### config.mk
export PLATFORM = sky130hd
export DESIGN_NAME = selective_repeat_arq_control
export DESIGN_NICKNAME = d
export VERILOG_FILES = /design/src/rtl/srarq_pkg.sv /design/src/rtl/srarq_front.sv /design/src/rtl/srarq_queue.sv /design/src/rtl/srarq_back.sv /design/src/rtl/selective_repeat_arq_control.sv
export VERILOG_INCLUDE_DIRS = /design/src /design/src/rtl
export SDC_FILE = /design/constraint.sdc
export NUM_CORES = 1
export LEC_CHECK = 0
export BUFFER_PORTS_ARGS = -buffer_cell sky130_fd_sc_hd__buf_2
export CORE_MARGIN = 2
export CORE_UTILIZATION = 50
export DETAILED_ROUTE_END_ITERATION = 8
export GPL_ROUTABILITY_DRIVEN = 0
export MAX_ROUTING_LAYER = met4
export PLACE_DENSITY_LB_ADDON = 0.05
export SYNTH_ARGS = -nofsm -noshare
export SYNTH_HDL_FRONTEND = slang
export SYNTH_HIERARCHICAL = 1
export SYNTH_SLANG_ARGS = --single-unit
### constraint.sdc
create_clock -name clk_i -period 4.6 [get_ports clk_i]
set_input_delay 0.23 -clock clk_i [delete_from_list [all_inputs] [get_ports clk_i]]
set_output_delay 0.23 -clock clk_i [all_outputs]
set_load 0.05 [all_outputs]
### src/rtl/selective_repeat_arq_control_macros.svh
`ifndef SELECTIVE_REPEAT_ARQ_CONTROL_MACROS_SVH
`define SELECTIVE_REPEAT_ARQ_CONTROL_MACROS_SVH

// Same-cycle implication, checked on every rising edge outside reset.
`define SRARQ_ASSERT_NOW(label, ante, cons) \
  label: assert property (@(posedge clk_i) disable iff (!rst_ni) (ante) |-> (cons)) \
    else $error("srarq assertion failed");

// Next-cycle implication.
`define SRARQ_ASSERT_NEXT(label, ante, cons) \
  label: assert property (@(posedge clk_i) disable iff (!rst_ni) (ante) |=> (cons)) \
    else $error("srarq assertion failed");

`endif

### src/rtl/srarq_pkg.sv
package srarq_pkg;

  localparam int SEQ_W        = 3;
  localparam int SLOT_W       = 2;
  localparam int WINDOW_SLOTS = 1 << SLOT_W;
  localparam int CNT_W        = SLOT_W + 1;
  localparam int ITER_W       = SLOT_W + 1;
  localparam int TICK_W       = 16;
  localparam int ACT_W        = 3;
  localparam int OP_W         = 3;
  localparam int KIND_W       = 2;
  localparam int MAX_RESULTS  = 16;
  localparam int REC_W        = $clog2(MAX_RESULTS);
  localparam int CFG_IDX_W    = 2;
  localparam int QUEUE_DEPTH  = 2;
  localparam int QPTR_W       = $clog2(QUEUE_DEPTH);
  localparam int QCNT_W       = $clog2(QUEUE_DEPTH + 1);

  localparam logic [TICK_W-1:0]    ACK_TICKS_RST  = TICK_W'(260);
  localparam logic [TICK_W-1:0]    DATA_TICKS_RST = TICK_W'(2000);
  localparam logic [CFG_IDX_W-1:0] CFG_ACK_TICKS  = CFG_IDX_W'(0);
  localparam logic [CFG_IDX_W-1:0] CFG_DATA_TICKS = CFG_IDX_W'(1);

  typedef enum logic [OP_W-1:0] {
    OP_NET_READY    = 3'd0,
    OP_PHYS_READY   = 3'd1,
    OP_FRAME        = 3'd2,
    OP_ACK_TIMEOUT  = 3'd3,
    OP_DATA_TIMEOUT = 3'd4
  } op_e;

  typedef enum logic [KIND_W-1:0] {
    KIND_DATA = 2'd0,
    KIND_ACK  = 2'd1,
    KIND_NAK  = 2'd2
  } frame_kind_e;

  typedef enum logic [ACT_W-1:0] {
    ACT_STATUS          = 3'd0,
    ACT_SEND_DATA       = 3'd1,
    ACT_SEND_ACK        = 3'd2,
    ACT_SEND_NAK        = 3'd3,
    ACT_STORE           = 3'd4,
    ACT_DELIVER         = 3'd5,
    ACT_STOP_DATA_TIMER = 3'd6,
    ACT_START_ACK_TIMER = 3'd7
  } action_e;

  typedef enum logic [3:0] {
    CMD_NET,
    CMD_PHYS,
    CMD_BAD_FRAME,
    CMD_DATA_FRAME,
    CMD_NAK_FRAME,
    CMD_ACK_FRAME,
    CMD_ACK_TIMEOUT,
    CMD_DATA_TIMEOUT,
    CMD_NOP
  } cmd_e;

  typedef enum logic [2:0] {
    B_IDLE,
    B_MAIN,
    B_STORE,
    B_DELIV,
    B_DTIMER,
    B_ACKS,
    B_STATUS
  } bstate_e;

  // seq carries the frame seq, or the timed-out seq for a data timeout
  typedef struct packed {
    cmd_e             cmd;
    logic [SEQ_W-1:0] seq;
    logic [SEQ_W-1:0] ack;
  } cmd_t;

  typedef struct packed {
    action_e           action;
    logic [SEQ_W-1:0]  seq;
    logic [SEQ_W-1:0]  ack;
    logic [SLOT_W-1:0] slot;
    logic [TICK_W-1:0] ticks;
    logic              en;
    logic              last;
  } rec_t;

  typedef struct packed {
    logic             busy;
    logic [CNT_W-1:0] outstanding;
  } stat_t;

  // b in circular interval [a, c)
  function automatic logic in_window(logic [SEQ_W-1:0] a, logic [SEQ_W-1:0] b,
                                     logic [SEQ_W-1:0] c);
    if (a <= c) begin
      return (a <= b) && (b < c);
    end
    return (a <= b) || (b < c);
  endfunction

endpackage

### src/rtl/srarq_front.sv
module srarq_front (
  input  logic                          in_valid_i,
  output logic                          in_stall_o,
  input  logic [srarq_pkg::OP_W-1:0]    op_i,
  input  logic                          frame_good_i,
  input  logic [srarq_pkg::KIND_W-1:0]  frame_kind_i,
  input  logic [srarq_pkg::SEQ_W-1:0]   frame_seq_i,
  input  logic [srarq_pkg::SEQ_W-1:0]   peer_ack_i,
  input  logic [srarq_pkg::SEQ_W-1:0]   timeout_seq_i,
  input  logic                          q_full_i,
  output logic                          q_push_o,
  output srarq_pkg::cmd_t               q_data_o
);
  import srarq_pkg::*;

  assign in_stall_o = q_full_i;
  assign q_push_o   = in_valid_i && !q_full_i;

  always_comb begin
    q_data_o     = '0;
    q_data_o.seq = frame_seq_i;
    q_data_o.ack = peer_ack_i;
    case (op_e'(op_i))
      OP_NET_READY:   q_data_o.cmd = CMD_NET;
      OP_PHYS_READY:  q_data_o.cmd = CMD_PHYS;
      OP_FRAME: begin
        if (!frame_good_i) begin
          q_data_o.cmd = CMD_BAD_FRAME;
        end else begin
          case (frame_kind_e'(frame_kind_i))
            KIND_DATA: q_data_o.cmd = CMD_DATA_FRAME;
            KIND_NAK:  q_data_o.cmd = CMD_NAK_FRAME;
            default:   q_data_o.cmd = CMD_ACK_FRAME;
          endcase
        end
      end
      OP_ACK_TIMEOUT: q_data_o.cmd = CMD_ACK_TIMEOUT;
      OP_DATA_TIMEOUT: begin
        q_data_o.cmd = CMD_DATA_TIMEOUT;
        q_data_o.seq = timeout_seq_i;
      end
      default:        q_data_o.cmd = CMD_NOP;
    endcase
  end

endmodule

### src/rtl/srarq_queue.sv
module srarq_queue (
  input  logic            clk_i,
  input  logic            rst_ni,
  input  logic            push_i,
  input  srarq_pkg::cmd_t data_i,
  output logic            full_o,
  input  logic            pop_i,
  output logic            empty_o,
  output srarq_pkg::cmd_t data_o
);
  import srarq_pkg::*;

  cmd_t              mem_q [QUEUE_DEPTH];
  logic [QPTR_W-1:0] wr_ptr_q, wr_ptr_d;
  logic [QPTR_W-1:0] rd_ptr_q, rd_ptr_d;
  logic [QCNT_W-1:0] cnt_q, cnt_d;
  logic              do_push, do_pop;

  assign full_o  = (cnt_q == QCNT_W'(QUEUE_DEPTH));
  assign empty_o = (cnt_q == '0);
  assign data_o  = mem_q[rd_ptr_q];
  assign do_push = push_i && !full_o;
  assign do_pop  = pop_i && !empty_o;

  always_comb begin
    wr_ptr_d = wr_ptr_q;
    rd_ptr_d = rd_ptr_q;
    cnt_d    = cnt_q;
    if (do_push) begin
      wr_ptr_d = (wr_ptr_q == QPTR_W'(QUEUE_DEPTH - 1)) ? '0 : wr_ptr_q + 1'b1;
    end
    if (do_pop) begin
      rd_ptr_d = (rd_ptr_q == QPTR_W'(QUEUE_DEPTH - 1)) ? '0 : rd_ptr_q + 1'b1;
    end
    if (do_push && !do_pop) begin
      cnt_d = cnt_q + 1'b1;
    end else if (do_pop && !do_push) begin
      cnt_d = cnt_q - 1'b1;
    end
  end

  always_ff @(posedge clk_i or negedge rst_ni) begin
    if (!rst_ni) begin
      wr_ptr_q <= '0;
      rd_ptr_q <= '0;
      cnt_q    <= '0;
    end else begin
      wr_ptr_q <= wr_ptr_d;
      rd_ptr_q <= rd_ptr_d;
      cnt_q    <= cnt_d;
    end
  end

  always_ff @(posedge clk_i) begin
    if (do_push) begin
      mem_q[wr_ptr_q] <= data_i;
    end
  end

endmodule

### src/rtl/srarq_back.sv
module srarq_back (
  input  logic                          clk_i,
  input  logic                          rst_ni,
  input  logic                          q_empty_i,
  input  srarq_pkg::cmd_t               q_data_i,
  output logic                          q_pop_o,
  input  logic [srarq_pkg::TICK_W-1:0]  ack_ticks_i,
  input  logic [srarq_pkg::TICK_W-1:0]  data_ticks_i,
  input  logic                          out_stall_i,
  output logic                          out_valid_o,
  output srarq_pkg::rec_t               rec_o,
  output srarq_pkg::stat_t              stat_o
);
  import srarq_pkg::*;

  bstate_e            state_q, state_d;
  cmd_t               cmd_q, cmd_d;
  logic [SEQ_W-1:0]   oldest_q, oldest_d;
  logic [SEQ_W-1:0]   next_q, next_d;
  logic [SEQ_W-1:0]   exp_q, exp_d;
  logic [SEQ_W-1:0]   rlim_q, rlim_d;
  logic [CNT_W-1:0]   out_cnt_q, out_cnt_d;
  logic               nak_ok_q, nak_ok_d;
  logic               phys_q, phys_d;
  logic [WINDOW_SLOTS-1:0] arrived_q, arrived_d;
  logic [ITER_W-1:0]  iter_q, iter_d;
  logic [REC_W-1:0]   rec_cnt_q, rec_cnt_d;
  logic               out_valid_q;
  rec_t               rec_q, rec_d;

  logic               out_free, emit, keep, load;
  logic               ack_hit, deliv_hit, store_hit;
  logic [SEQ_W-1:0]   last_acked, nak_seq;
  logic [SLOT_W-1:0]  fslot, eslot;

  assign out_free   = !out_valid_q || !out_stall_i;
  assign last_acked = exp_q - 1'b1;
  assign nak_seq    = cmd_q.ack + 1'b1;
  assign fslot      = cmd_q.seq[SLOT_W-1:0];
  assign eslot      = exp_q[SLOT_W-1:0];
  assign ack_hit    = (out_cnt_q != '0) && in_window(oldest_q, cmd_q.ack, next_q);
  assign deliv_hit  = (iter_q < ITER_W'(WINDOW_SLOTS)) && arrived_q[eslot];
  assign store_hit  = in_window(exp_q, cmd_q.seq, rlim_q) && !arrived_q[fslot];
  // action records past the per-event limit are dropped; status always goes out
  assign keep       = rec_d.last || (rec_cnt_q < REC_W'(MAX_RESULTS - 1));
  assign load       = emit && keep;

  always_comb begin
    state_d = state_q;
    case (state_q)
      B_IDLE: begin
        if (!q_empty_i) state_d = B_MAIN;
      end
      B_MAIN: begin
        if (out_free) begin
          case (cmd_q.cmd)
            CMD_DATA_FRAME: state_d = B_STORE;
            CMD_NAK_FRAME,
            CMD_ACK_FRAME:  state_d = B_ACKS;
            default:        state_d = B_STATUS;
          endcase
        end
      end
      B_STORE:  if (out_free) state_d = B_DELIV;
      B_DELIV:  if (out_free) state_d = deliv_hit ? B_DTIMER : B_ACKS;
      B_DTIMER: if (out_free) state_d = B_DELIV;
      B_ACKS:   if (out_free && !ack_hit) state_d = B_STATUS;
      B_STATUS: if (out_free) state_d = B_IDLE;
      default:  state_d = B_IDLE;
    endcase
  end

  always_comb begin
    cmd_d     = cmd_q;
    oldest_d  = oldest_q;
    next_d    = next_q;
    exp_d     = exp_q;
    rlim_d    = rlim_q;
    out_cnt_d = out_cnt_q;
    nak_ok_d  = nak_ok_q;
    phys_d    = phys_q;
    arrived_d = arrived_q;
    iter_d    = iter_q;
    rec_cnt_d = rec_cnt_q;
    q_pop_o   = 1'b0;
    emit      = 1'b0;
    rec_d     = '0;

    case (state_q)
      B_IDLE: begin
        if (!q_empty_i) begin
          q_pop_o   = 1'b1;
          cmd_d     = q_data_i;
          rec_cnt_d = '0;
        end
      end
      B_MAIN: begin
        if (out_free) begin
          case (cmd_q.cmd)
            CMD_NET: begin
              if (out_cnt_q < CNT_W'(WINDOW_SLOTS)) begin
                emit         = 1'b1;
                rec_d.action = ACT_SEND_DATA;
                rec_d.seq    = next_q;
                rec_d.ack    = last_acked;
                rec_d.slot   = next_q[SLOT_W-1:0];
                rec_d.ticks  = data_ticks_i;
                phys_d       = 1'b0;
                out_cnt_d    = out_cnt_q + 1'b1;
                next_d       = next_q + 1'b1;
              end
            end
            CMD_PHYS: phys_d = 1'b1;
            CMD_BAD_FRAME: begin
              if (nak_ok_q) begin
                emit         = 1'b1;
                rec_d.action = ACT_SEND_NAK;
                rec_d.ack    = last_acked;
                phys_d       = 1'b0;
                nak_ok_d     = 1'b0;
              end
            end
            CMD_DATA_FRAME: begin
              emit = 1'b1;
              if (cmd_q.seq != exp_q && nak_ok_q) begin
                rec_d.action = ACT_SEND_NAK;
                rec_d.ack    = last_acked;
                phys_d       = 1'b0;
                nak_ok_d     = 1'b0;
              end else begin
                rec_d.action = ACT_START_ACK_TIMER;
                rec_d.ticks  = ack_ticks_i;
              end
            end
            CMD_NAK_FRAME: begin
              if (in_window(oldest_q, nak_seq, next_q)) begin
                emit         = 1'b1;
                rec_d.action = ACT_SEND_DATA;
                rec_d.seq    = nak_seq;
                rec_d.ack    = last_acked;
                rec_d.slot   = nak_seq[SLOT_W-1:0];
                rec_d.ticks  = data_ticks_i;
                phys_d       = 1'b0;
              end
            end
            CMD_ACK_TIMEOUT: begin
              emit         = 1'b1;
              rec_d.action = ACT_SEND_ACK;
              rec_d.ack    = last_acked;
              phys_d       = 1'b0;
            end
            CMD_DATA_TIMEOUT: begin
              emit         = 1'b1;
              rec_d.action = ACT_SEND_DATA;
              rec_d.seq    = cmd_q.seq;
              rec_d.ack    = last_acked;
              rec_d.slot   = fslot;
              rec_d.ticks  = data_ticks_i;
              phys_d       = 1'b0;
            end
            default: ;
          endcase
        end
      end
      B_STORE: begin
        if (out_free) begin
          iter_d = '0;
          if (store_hit) begin
            emit             = 1'b1;
            rec_d.action     = ACT_STORE;
            rec_d.seq        = cmd_q.seq;
            rec_d.slot       = fslot;
            arrived_d[fslot] = 1'b1;
          end
        end
      end
      B_DELIV: begin
        if (out_free && deliv_hit) begin
          emit             = 1'b1;
          rec_d.action     = ACT_DELIVER;
          rec_d.seq        = exp_q;
          rec_d.slot       = eslot;
          nak_ok_d         = 1'b1;
          arrived_d[eslot] = 1'b0;
          exp_d            = exp_q + 1'b1;
          rlim_d           = rlim_q + 1'b1;
        end
      end
      B_DTIMER: begin
        if (out_free) begin
          emit         = 1'b1;
          rec_d.action = ACT_START_ACK_TIMER;
          rec_d.ticks  = ack_ticks_i;
          iter_d       = iter_q + 1'b1;
        end
      end
      B_ACKS: begin
        if (out_free && ack_hit) begin
          emit         = 1'b1;
          rec_d.action = ACT_STOP_DATA_TIMER;
          rec_d.seq    = oldest_q;
          out_cnt_d    = out_cnt_q - 1'b1;
          oldest_d     = oldest_q + 1'b1;
        end
      end
      B_STATUS: begin
        if (out_free) begin
          emit         = 1'b1;
          rec_d.action = ACT_STATUS;
          rec_d.en     = (out_cnt_q < CNT_W'(WINDOW_SLOTS)) && phys_q;
          rec_d.last   = 1'b1;
        end
      end
      default: ;
    endcase

    if (load && !rec_d.last) begin
      rec_cnt_d = rec_cnt_q + 1'b1;
    end
  end

  always_ff @(posedge clk_i or negedge rst_ni) begin
    if (!rst_ni) begin
      state_q     <= B_IDLE;
      oldest_q    <= '0;
      next_q      <= '0;
      exp_q       <= '0;
      rlim_q      <= SEQ_W'(WINDOW_SLOTS);
      out_cnt_q   <= '0;
      nak_ok_q    <= 1'b1;
      phys_q      <= 1'b0;
      arrived_q   <= '0;
      iter_q      <= '0;
      rec_cnt_q   <= '0;
      out_valid_q <= 1'b0;
    end else begin
      state_q   <= state_d;
      oldest_q  <= oldest_d;
      next_q    <= next_d;
      exp_q     <= exp_d;
      rlim_q    <= rlim_d;
      out_cnt_q <= out_cnt_d;
      nak_ok_q  <= nak_ok_d;
      phys_q    <= phys_d;
      arrived_q <= arrived_d;
      iter_q    <= iter_d;
      rec_cnt_q <= rec_cnt_d;
      if (out_free) begin
        out_valid_q <= load;
      end
    end
  end

  always_ff @(posedge clk_i) begin
    cmd_q <= cmd_d;
    if (out_free && load) begin
      rec_q <= rec_d;
    end
  end

  assign out_valid_o        = out_valid_q;
  assign rec_o              = rec_q;
  assign stat_o.busy        = (state_q != B_IDLE);
  assign stat_o.outstanding = out_cnt_q;

endmodule

### src/rtl/selective_repeat_arq_control.sv
// Selective-repeat ARQ control core, 3-bit sequence numbers, 4-slot windows.
// Each accepted event produces a run of action records ending in one status
// record (last_o set) that carries the network-layer enable. Events enter a
// two-entry queue through a decoder and are executed by a sequencer that
// emits at most one record per cycle into an output register while the
// output is not stalled. An event takes a pop, a decode step and a status
// record; a good frame adds an acknowledgement scan, a data frame also its
// store and delivery steps, and each deliver, start-timer-after-deliver and
// stop-timer record adds a step (at most 15 records per event). The sequencer
// handles one event at a time. Timer durations come from registers 0 (ack
// timer, reset 260) and 1 (data timer, reset 2000), which the user must
// write through the cfg port while idle; the block does not enforce this.
`include "selective_repeat_arq_control_macros.svh"

module selective_repeat_arq_control (
  input  logic                            clk_i,
  input  logic                            rst_ni,
  input  logic                            in_valid_i,
  output logic                            in_stall_o,
  input  logic [srarq_pkg::OP_W-1:0]      op_i,
  input  logic                            frame_good_i,
  input  logic [srarq_pkg::KIND_W-1:0]    frame_kind_i,
  input  logic [srarq_pkg::SEQ_W-1:0]     frame_seq_i,
  input  logic [srarq_pkg::SEQ_W-1:0]     peer_ack_i,
  input  logic [srarq_pkg::SEQ_W-1:0]     timeout_seq_i,
  output logic                            out_valid_o,
  input  logic                            out_stall_i,
  output logic [srarq_pkg::ACT_W-1:0]     action_o,
  output logic [srarq_pkg::SEQ_W-1:0]     seq_out_o,
  output logic [srarq_pkg::SEQ_W-1:0]     ack_out_o,
  output logic [srarq_pkg::SLOT_W-1:0]    slot_o,
  output logic [srarq_pkg::TICK_W-1:0]    timer_ticks_o,
  output logic                            network_enable_o,
  output logic                            last_o,
  input  logic                            cfg_valid_i,
  output logic                            cfg_ready_o,
  input  logic [srarq_pkg::CFG_IDX_W-1:0] cfg_index_i,
  input  logic [srarq_pkg::TICK_W-1:0]    cfg_data_i
);
  import srarq_pkg::*;

  logic [TICK_W-1:0] ack_ticks_q, ack_ticks_d;
  logic [TICK_W-1:0] data_ticks_q, data_ticks_d;
  logic              q_push, q_full, q_pop, q_empty;
  cmd_t              q_wdata, q_rdata;
  rec_t              rec;
  stat_t             stat;

  assign cfg_ready_o = 1'b1;

  always_comb begin
    ack_ticks_d  = ack_ticks_q;
    data_ticks_d = data_ticks_q;
    if (cfg_valid_i && cfg_ready_o) begin
      case (cfg_index_i)
        CFG_ACK_TICKS:  ack_ticks_d  = cfg_data_i;
        CFG_DATA_TICKS: data_ticks_d = cfg_data_i;
        default: ;
      endcase
    end
  end

  always_ff @(posedge clk_i or negedge rst_ni) begin
    if (!rst_ni) begin
      ack_ticks_q  <= ACK_TICKS_RST;
      data_ticks_q <= DATA_TICKS_RST;
    end else begin
      ack_ticks_q  <= ack_ticks_d;
      data_ticks_q <= data_ticks_d;
    end
  end

  srarq_front u_front (
    .in_valid_i    (in_valid_i),
    .in_stall_o    (in_stall_o),
    .op_i          (op_i),
    .frame_good_i  (frame_good_i),
    .frame_kind_i  (frame_kind_i),
    .frame_seq_i   (frame_seq_i),
    .peer_ack_i    (peer_ack_i),
    .timeout_seq_i (timeout_seq_i),
    .q_full_i      (q_full),
    .q_push_o      (q_push),
    .q_data_o      (q_wdata)
  );

  srarq_queue u_queue (
    .clk_i   (clk_i),
    .rst_ni  (rst_ni),
    .push_i  (q_push),
    .data_i  (q_wdata),
    .full_o  (q_full),
    .pop_i   (q_pop),
    .empty_o (q_empty),
    .data_o  (q_rdata)
  );

  srarq_back u_back (
    .clk_i        (clk_i),
    .rst_ni       (rst_ni),
    .q_empty_i    (q_empty),
    .q_data_i     (q_rdata),
    .q_pop_o      (q_pop),
    .ack_ticks_i  (ack_ticks_q),
    .data_ticks_i (data_ticks_q),
    .out_stall_i  (out_stall_i),
    .out_valid_o  (out_valid_o),
    .rec_o        (rec),
    .stat_o       (stat)
  );

  assign action_o         = rec.action;
  assign seq_out_o        = rec.seq;
  assign ack_out_o        = rec.ack;
  assign slot_o           = rec.slot;
  assign timer_ticks_o    = rec.ticks;
  assign network_enable_o = rec.en;
  assign last_o           = rec.last;

  `SRARQ_ASSERT_NOW(a_window_bound, 1'b1, stat.outstanding <= CNT_W'(WINDOW_SLOTS))
  `SRARQ_ASSERT_NOW(a_last_is_status, out_valid_o && last_o, action_o == ACT_STATUS)
  `SRARQ_ASSERT_NOW(a_action_no_enable, out_valid_o && (action_o != ACT_STATUS), !network_enable_o && !last_o)
  `SRARQ_ASSERT_NEXT(a_pop_starts_run, q_pop, stat.busy)

endmodule
==> results of run 1 <==
-- power by group through the flow --
stage	logic (mW)	clock network, mW	registers [mW]
finish	2.23	1.39	2.03
global route	2.45	1.47	2.09
CTS	2.25	1.42	2.03
detailed placement	2.23	0	2.05
global placement	2.19	0	2.03
floorplan	1.30	0	2.42
-- cell type report --
cell class / count / area share
multi-input cells: 353 / 0.358
well taps: 172 / 0.0286
clock inverters: 15 / 0.0257
clock buffers: 17 / 0.0564
repair buffers: 74 / 0.0538
flip-flops and latches: 127 / 0.462
inverters: 31 / 0.0154
-- sequential cells by signal, summed over array words and instances (netlist names), 2 cells and up --
| register | count |
|---|---|
| data_ticks_q | 16 |
| u_back/oldest_q | 3 |
| u_back/arrived_q | 4 |
| u_queue/mem_q | 20 |
| u_queue/cnt_q | 2 |
| u_back/cmd_q | 10 |
| ack_ticks_q | 16 |
| u_back/iter_q | 3 |
| u_back/rlim_q | 3 |
| u_back/rec_o | 29 |
| u_back/out_cnt_q | 3 |
| u_back/state_q | 3 |
| u_back/exp_q | 3 |
| u_back/rec_cnt_q | 4 |
| u_back/next_q | 3 |
-- worst register-to-register path: cells and delay by family, from the launching register on --
family                   cells  cell delay [ns]
AO/OA/AOI/OAI                2             0.19
adder cells (fa/ha/maj)      2             0.61
buffers and inverters        2             0.43
flip-flops                   1             0.49
AND/OR/NAND/NOR              4             1.45
-- metrics by stage --
step	utilization	power (mW)	setup slack [ns]	std cells	instance area (µm²)
CTS	0.600	5.70	1.13	789	7540
global route	0.600	6.01	0.885	789	7540
global placement	0.548	4.22	1.25	754	6890
detailed placement	0.548	4.28	1.18	754	6890
floorplan	-	3.72	1.01	533	6430
finish	0.600	5.65	1.12	789	7540
-- kinds of logic (layout without fill, tap and decap cells) --
group / Yosys count / after routing / share of synthesized area
mux: 51 / 51 / 0.0922
buf+inv: 53 / 137 / 0.0391
compound gates: 111 / 111 / 0.116
other cells: 1 / 1 / 0.000583
fa+ha+maj: 36 / 36 / 0.0702
simple gates: 135 / 135 / 0.114
xor+xnor: 19 / 19 / 0.0259
flops: 127 / 127 / 0.542
-- worst max-delay path by stage --
stage	endpoint	cells past startpoint	from
finish	u_back/rec_o[21]$_SDFFCE_PN0P_	10	u_back/exp_q[0]$_DFFE_PN0P_
global route	u_back/rec_o[20]$_SDFFCE_PN0P_	10	u_back/exp_q[0]$_DFFE_PN0P_
global placement	u_back/rec_o[18]$_DFFE_PP_	10	u_back/exp_q[0]$_DFFE_PN0P_
CTS	u_back/rec_o[21]$_SDFFCE_PN0P_	10	u_back/exp_q[0]$_DFFE_PN0P_
detailed placement	u_back/rec_o[23]$_DFFE_PP_	10	u_back/exp_q[0]$_DFFE_PN0P_
floorplan	u_back/rec_o[0]$_DFFE_PP_	9	u_back/exp_q[0]$_DFFE_PN0P_
-- synth_stat cells, types with 8 or more instances --
cell type / instances / share of area
a21oi_1: 25 / 0.019
nor3_1: 11 / 0.0086
nand2b_1: 8 / 0.0078
dfstp_2: 10 / 0.041
nand2_1: 37 / 0.022
buf_4: 8 / 0.0093
ha_1: 32 / 0.062
o21ai_0: 30 / 0.023
xnor2_1: 15 / 0.020
mux2_1: 10 / 0.018
a22o_1: 16 / 0.022
dfrtp_1: 58 / 0.23
nor2_1: 30 / 0.018
inv_1: 31 / 0.018
clkbuf_1: 8 / 0.0047
nor2b_1: 9 / 0.0088
mux2_2: 34 / 0.060
edfxtp_1: 59 / 0.28
nand3_1: 8 / 0.0062
-- metal layers --
metal	vias up	track usage
met1	2124	0.259
met3	19	0.0404
li1	2081	-
met4	0	0.0761
met5	-	-
met2	104	0.313
==> impl_metrics.csv, run 1 <==
group,metric,value,unit
run_status,status,"finished clean",
critical_path,worst_setup_path_start_kind,"flop",
pwr,sw_frac_of_total,0.398,
critical_path,cp_slowest_cell,"nor2_2",
critical_path,critPathMaxStageDelay,0.62,ns
routing,ant_nets,0,
critical_path,r2r_end,"u_back/rec_o[21]$_SDFFCE_PN0P_",
sta,grt_setup_unrepaired,"false",
finish,drive_gt1_frac,0.282,
critical_path,worstPathRequired,4.72,ns
routing,wl_met1,5.83,mm
floorplanning,row_count,41,
place,port_buffers,68,
critical_path,worst-path-buf-inv,2,
sta,max_freq,0.287,GHz
grt,grt_max_degree,69,
clocking,cts_max_path_buffers,2,
routing,vias_per_cell,5.49,
logic_synthesis,avgSynthCellArea,12.1,µm²
floorplanning,dieArea,13800,µm²
finish,final_nets,675,
clocking,clock_latency,0.42,ns
routing,firstDrtPassIters,7,
critical_path,cp-end-kind,"flop",
clocking,post_cts_buffers,0,
finish,n_antenna_cell,0,
grt,antenna_found_initial,0,
finish,fillerInstances,1058,
grt,grt_pass1_wl,21.3,mm
routing,route.top_layer_used,"met4",
pwr,internal_power,3.40,mW
routing,wl_met3,491,µm
critical_path,reg2reg_depth,10,
logic_synthesis,synth_nets,604,
routing,dr_wl_met2,6.07,mm
grt,grt_pass1_vias,4310,
sta,final.setup.tns,0,ns
floorplanning,die_y,117,µm
logic_synthesis,synth_edf_count,59,
clocking,cts_tree,"yes",
logic_synthesis,synth_cell_types,75,
routing,wl_per_cell,16.0,µm
hold_path,holdCritPathClass,"in -> async",
routing,drt_iter0_drc,286,
floorplanning,initial_core_util,0.512,
logic_synthesis,yosys_most_used_dff,"edfxtp_1",
pwr,static-leakage-power,3.23,nW
critical_path,cp_cell_sequence,"inv_1 -> ha_1 -> nor2b_1 -> o21a_1 -> o21ai_0 -> maj3_1 -> nor3_2 -> nor4_4 -> nor2_2 -> buf_12",
sta,min_period_over_period,0.757,
finish,regArea,3490,µm²
sta,final.setup_skew,0.00994,ns
logic_synthesis,yosysWarnings,6,
critical_path,r2r_start,"u_back/exp_q[0]$_DFFE_PN0P_",
finish,final_cell_mix,"buf_2, edfxtp_1, dfrtp_1",
sta,maxSlewViolCount,0,
floorplanning,coreArea,12600,µm²
clocking,cts_buffers,17,
pwr,pwr-share-comb,0.394,
logic_synthesis,async_reset_ff_frac,0.535,
clocking,clock_sinks,127,
critical_path,worstPathArrival,3.60,ns
pwr,clkPwrFrac,0.246,
finish,final_common_cell,"buf_2",
sta,worstMarginPinSlew,0.915,ns
critical_path,path_delay_family,"simple AND/OR/NAND/NOR gates",
sta,slew_headroom,0.390,
logic_synthesis,synthesis.area,6430,µm²
sta,setup_viol,0,
routing,wl,12.6,mm
clocking,path_clk_slew,0.06,ns
logic_synthesis,ys_seq_area_frac,0.542,
logic_synthesis,synthCells,533,
sta,hold_viol_final,0,
logic_synthesis,synth_seq_cells,127,
floorplanning,die_w,117,µm
critical_path,crit_path_max_fanout,18,
pwr,pwr_density_cell,749,nW/µm²
job,drv_cap,0,
clocking,h-tree-depth,4,
sta,fin_crit,3.48,ns
critical_path,r2r_slack,1.12,ns
routing,vias,4328,
clocking,ctsResizeCount,0,
pwr,sequentialPowerShare,0.359,
place,place_hpwl,8.65,mm
pwr,p_sw,2.25,mW
finish,area_growth,17.2,%
critical_path,path_class,"reg -> reg",
pwr,vdd_drop_max,0.446,mV
grt,grt_remaining_overflow,0,
floorplanning,pin_count,70,
routing,drc_errors,0,
sta,whs,0.0106,ns
finish,multiInputGateArea,2700,µm²
grt,track_usage,0.200,
clocking,cts-root-buf,"clkbuf_16",
clocking,hold_buffers,3,
No activity file was read; power rests on OpenSTA's default activity.
==> run 2: changes to the inputs <==
- ABC_AREA: unset -> 1
- clock period: 4.6 -> 3.12 ns (I/O delays scaled with it)
==> impl_metrics.csv, run 2 <==
group,metric,value,unit
place,place_hpwl,11.4,mm
logic_synthesis,yosys_most_used_dff,"edfxtp_1",
place,port_buffers,68,
critical_path,reg2reg_depth,15,
critical_path,r2r_end,"u_back/rec_o[4]$_DFFE_PP_",
sta,grt_setup_unrepaired,"false",
routing,firstDrtPassIters,5,
sta,hold_viol_final,0,
sta,maxSlewViolCount,0,
finish,final_cell_mix,"nand2_1, buf_2, inv_1",
sta,whs,0.0226,ns
critical_path,r2r_slack,0.24,ns
floorplanning,initial_core_util,0.515,
critical_path,cp-end-kind,"flop",
routing,drt_iter0_drc,368,
critical_path,crit_top_cell,"nand2_1",
floorplanning,pin_count,70,
critical_path,path_class,"reg -> reg",
finish,final_nets,898,
routing,vias_per_cell,5.37,
pwr,static-leakage-power,3.82,nW
grt,grt_max_degree,41,
clocking,cts-root-buf,"clkbuf_16",
critical_path,worstPathArrival,3.01,ns
routing,wl,16.2,mm
finish,drive_gt1_frac,0.195,
critical_path,worstPathRequired,3.25,ns
pwr,pwr_density_cell,1100,nW/µm²
run_status,status,"finished clean",
logic_synthesis,synth_edf_count,59,
routing,drc_errors,0,
logic_synthesis,synthCells,735,
logic_synthesis,ys_seq_area_frac,0.509,
logic_synthesis,synth_seq_cells,127,
finish,n_antenna_cell,0,
sta,min_period_over_period,0.923,
finish,final_cells,1016,
sta,final.setup.tns,0,ns
job,drv_cap,0,
hold_path,worstHoldStart,"cfg_data_i[3]",
clocking,cts_max_path_buffers,2,
routing,ant_nets,0,
logic_synthesis,synth_nets,806,
place,dp.cells,964,
sta,fin_crit,2.88,ns
logic_synthesis,avgSynthCellArea,9.32,µm²
grt,antenna_found_initial,0,
logic_synthesis,synth.area.top_cells,"edfxtp_1, dfrtp_1, nand2_1",
hold_path,min_to,"data_ticks_q[3]$_DFFE_PN0P_",
finish,largest_reg_flops,29,
sta,setup_viol,0,
sta,max_freq,0.347,GHz
logic_synthesis,async_reset_ff_frac,0.535,
floorplanning,die_w,121,µm
floorplanning,dieArea,14700,µm²
floorplanning,coreArea,13300,µm²
finish,area_growth,19.8,%
grt,grt_remaining_overflow,0,
finish,fin_util,0.617,
critical_path,cp_cell_sequence,"ha_1 -> xnor2_2 -> ha_1 -> a21oi_1 -> nand2_1 -> nand2_1 -> nand3_1 -> nand2_1 -> nand2_1 -> nand3_1 -> nand3_1 -> nand2_4 -> nand2_1 -> inv_2 -> clkbuf_16",
logic_synthesis,yosysWarnings,6,
sta,final.setup_skew,0.0124,ns
hold_path,hold_depth,3,
pwr,vdd_drop_max,0.674,mV
clocking,post_cts_buffers,0,
finish,final_common_cell,"nand2_1",
place,place_area,7330,µm²
routing,vias,5460,
logic_synthesis,synthesis.area,6850,µm²
sta,worstMarginPinSlew,0.970,ns
grt,grt_pass1_vias,5425,
clocking,cts_tree,"yes",
clocking,clock_latency,0.42,ns
logic_synthesis,yosys-top-cells-count,"nand2_1, inv_1, nand3_1, edfxtp_1, dfrtp_1",
grt,grt_pass1_wl,26.7,mm
routing,wl_per_cell,16.0,µm
floorplanning,row_count,42,
critical_path,crit_path_max_fanout,10,
critical_path,critPathMaxStageDelay,0.42,ns
floorplanning,die_y,121,µm
hold_path,holdCritPathClass,"in -> reg",
finish,design_area,8210,µm²
critical_path,cp_slowest_cell,"edfxtp_1",
clocking,h-tree-depth,4,
sta,slew_headroom,0.353,
grt,track_usage,0.241,
critical_path,worst_setup_path_start_kind,"flop",
clocking,path_clk_slew,0.06,ns
clocking,clock_sinks,127,
critical_path,r2r_start,"u_back/cmd_q[1]$_DFFE_PP_",
logic_synthesis,synth_top_cell_by_area,"edfxtp_1",
logic_synthesis,yosys.area.top_type_share,0.259,
logic_synthesis,yosysMostFrequentCell,"nand2_1",
logic_synthesis,synth_cell_types,50,
clocking,cts_buffers,17,
## run 2: changes by cell type after synthesis, moves of 8 or more
cell      before  now
nand2_1       37  190
nand3_1        8   62
inv_1         31   67
mux2_2        34    0
nand4_1        2   25
a22o_1        16    0
a22oi_1        2   17
mux2_1        10    0
nor2b_1        9    0
o21ai_1        3   12
nand2b_1       8    0
## run 2: layout make-up
class	instances	area [µm²]
Clock buffer	20	468
Multi-Input combinational cell	509	2930
Fill cell	1117	5090
Tap cell	176	220
Timing Repair Buffer	97	639
Sequential cell	127	3490
Clock inverter	12	179
Inverter	75	284
## run 2: stage by stage
step	worst slack (ns)	power, mW
after floorplan	0.0275	5.73
after global placement	0.348	6.66
after detailed placement	0.160	6.80
after CTS	0.144	9.00
after global routing	0.000357	9.65
final	0.241	9.05
## run 2: worst max-delay path, delay by kind of cell (launching register included)
family,cells,cell delay (ns)
AND/OR/NAND/NOR,9,0.87
flip-flops,1,0.42
buffers and inverters,2,0.34
AO/OA/AOI/OAI,1,0.19
XOR/XNOR,1,0.21
adder cells (fa/ha/maj),2,0.54
## run 2: cells by family (layout without fill, tap and decap cells)
family,Yosys count,count (layout),synth area share
buffers and inverters,99,204,0.0648
adder cells (fa/ha/maj),33,33,0.0613
flip-flops,127,127,0.509
XOR/XNOR,17,17,0.0217
AO/OA/AOI/OAI,102,102,0.0917
AND/OR/NAND/NOR,356,356,0.251
other,1,1,0.000547
## run 2: what timing repair did
item,4_1_cts,5_1_grt
setup endpoints to repair,0,37
resized for setup,0,3
hold buffers,19,0
endpoints found under the hold margin,64,0
## run 2: layer usage
layer / global-route usage / part of all wire
met1: 0.290 / 0.43
met2: 0.399 / 0.51
met3: 0.0564 / 0.045
met4: 0.0814 / 0.017
met5: - / 0
## run 2: worst max-delay path by stage
stage | start | slack (ns) | endpoint
floorplan | u_back/cmd_q[0]$_DFFE_PP_ | 0.03 | u_back/rec_o[0]$_DFFE_PP_
global placement | u_back/cmd_q[1]$_DFFE_PP_ | 0.35 | u_back/rec_o[16]$_DFFE_PP_
detailed placement | u_back/cmd_q[1]$_DFFE_PP_ | 0.16 | u_back/rec_o[6]$_DFFE_PP_
CTS | u_back/cmd_q[1]$_DFFE_PP_ | 0.14 | u_back/rec_o[11]$_DFFE_PP_
global route | u_back/cmd_q[1]$_DFFE_PP_ | 0.0004 | u_back/rec_o[6]$_DFFE_PP_
finish | u_back/cmd_q[1]$_DFFE_PP_ | 0.24 | u_back/rec_o[4]$_DFFE_PP_
## run 2: power breakdown
group          switching [mW]  total (mW)  internal, mW
sequential              0.407        2.94          2.53
clock                   0.725        2.13          1.41
combinational            2.78        3.98          1.20
total                    3.91        9.05          5.14
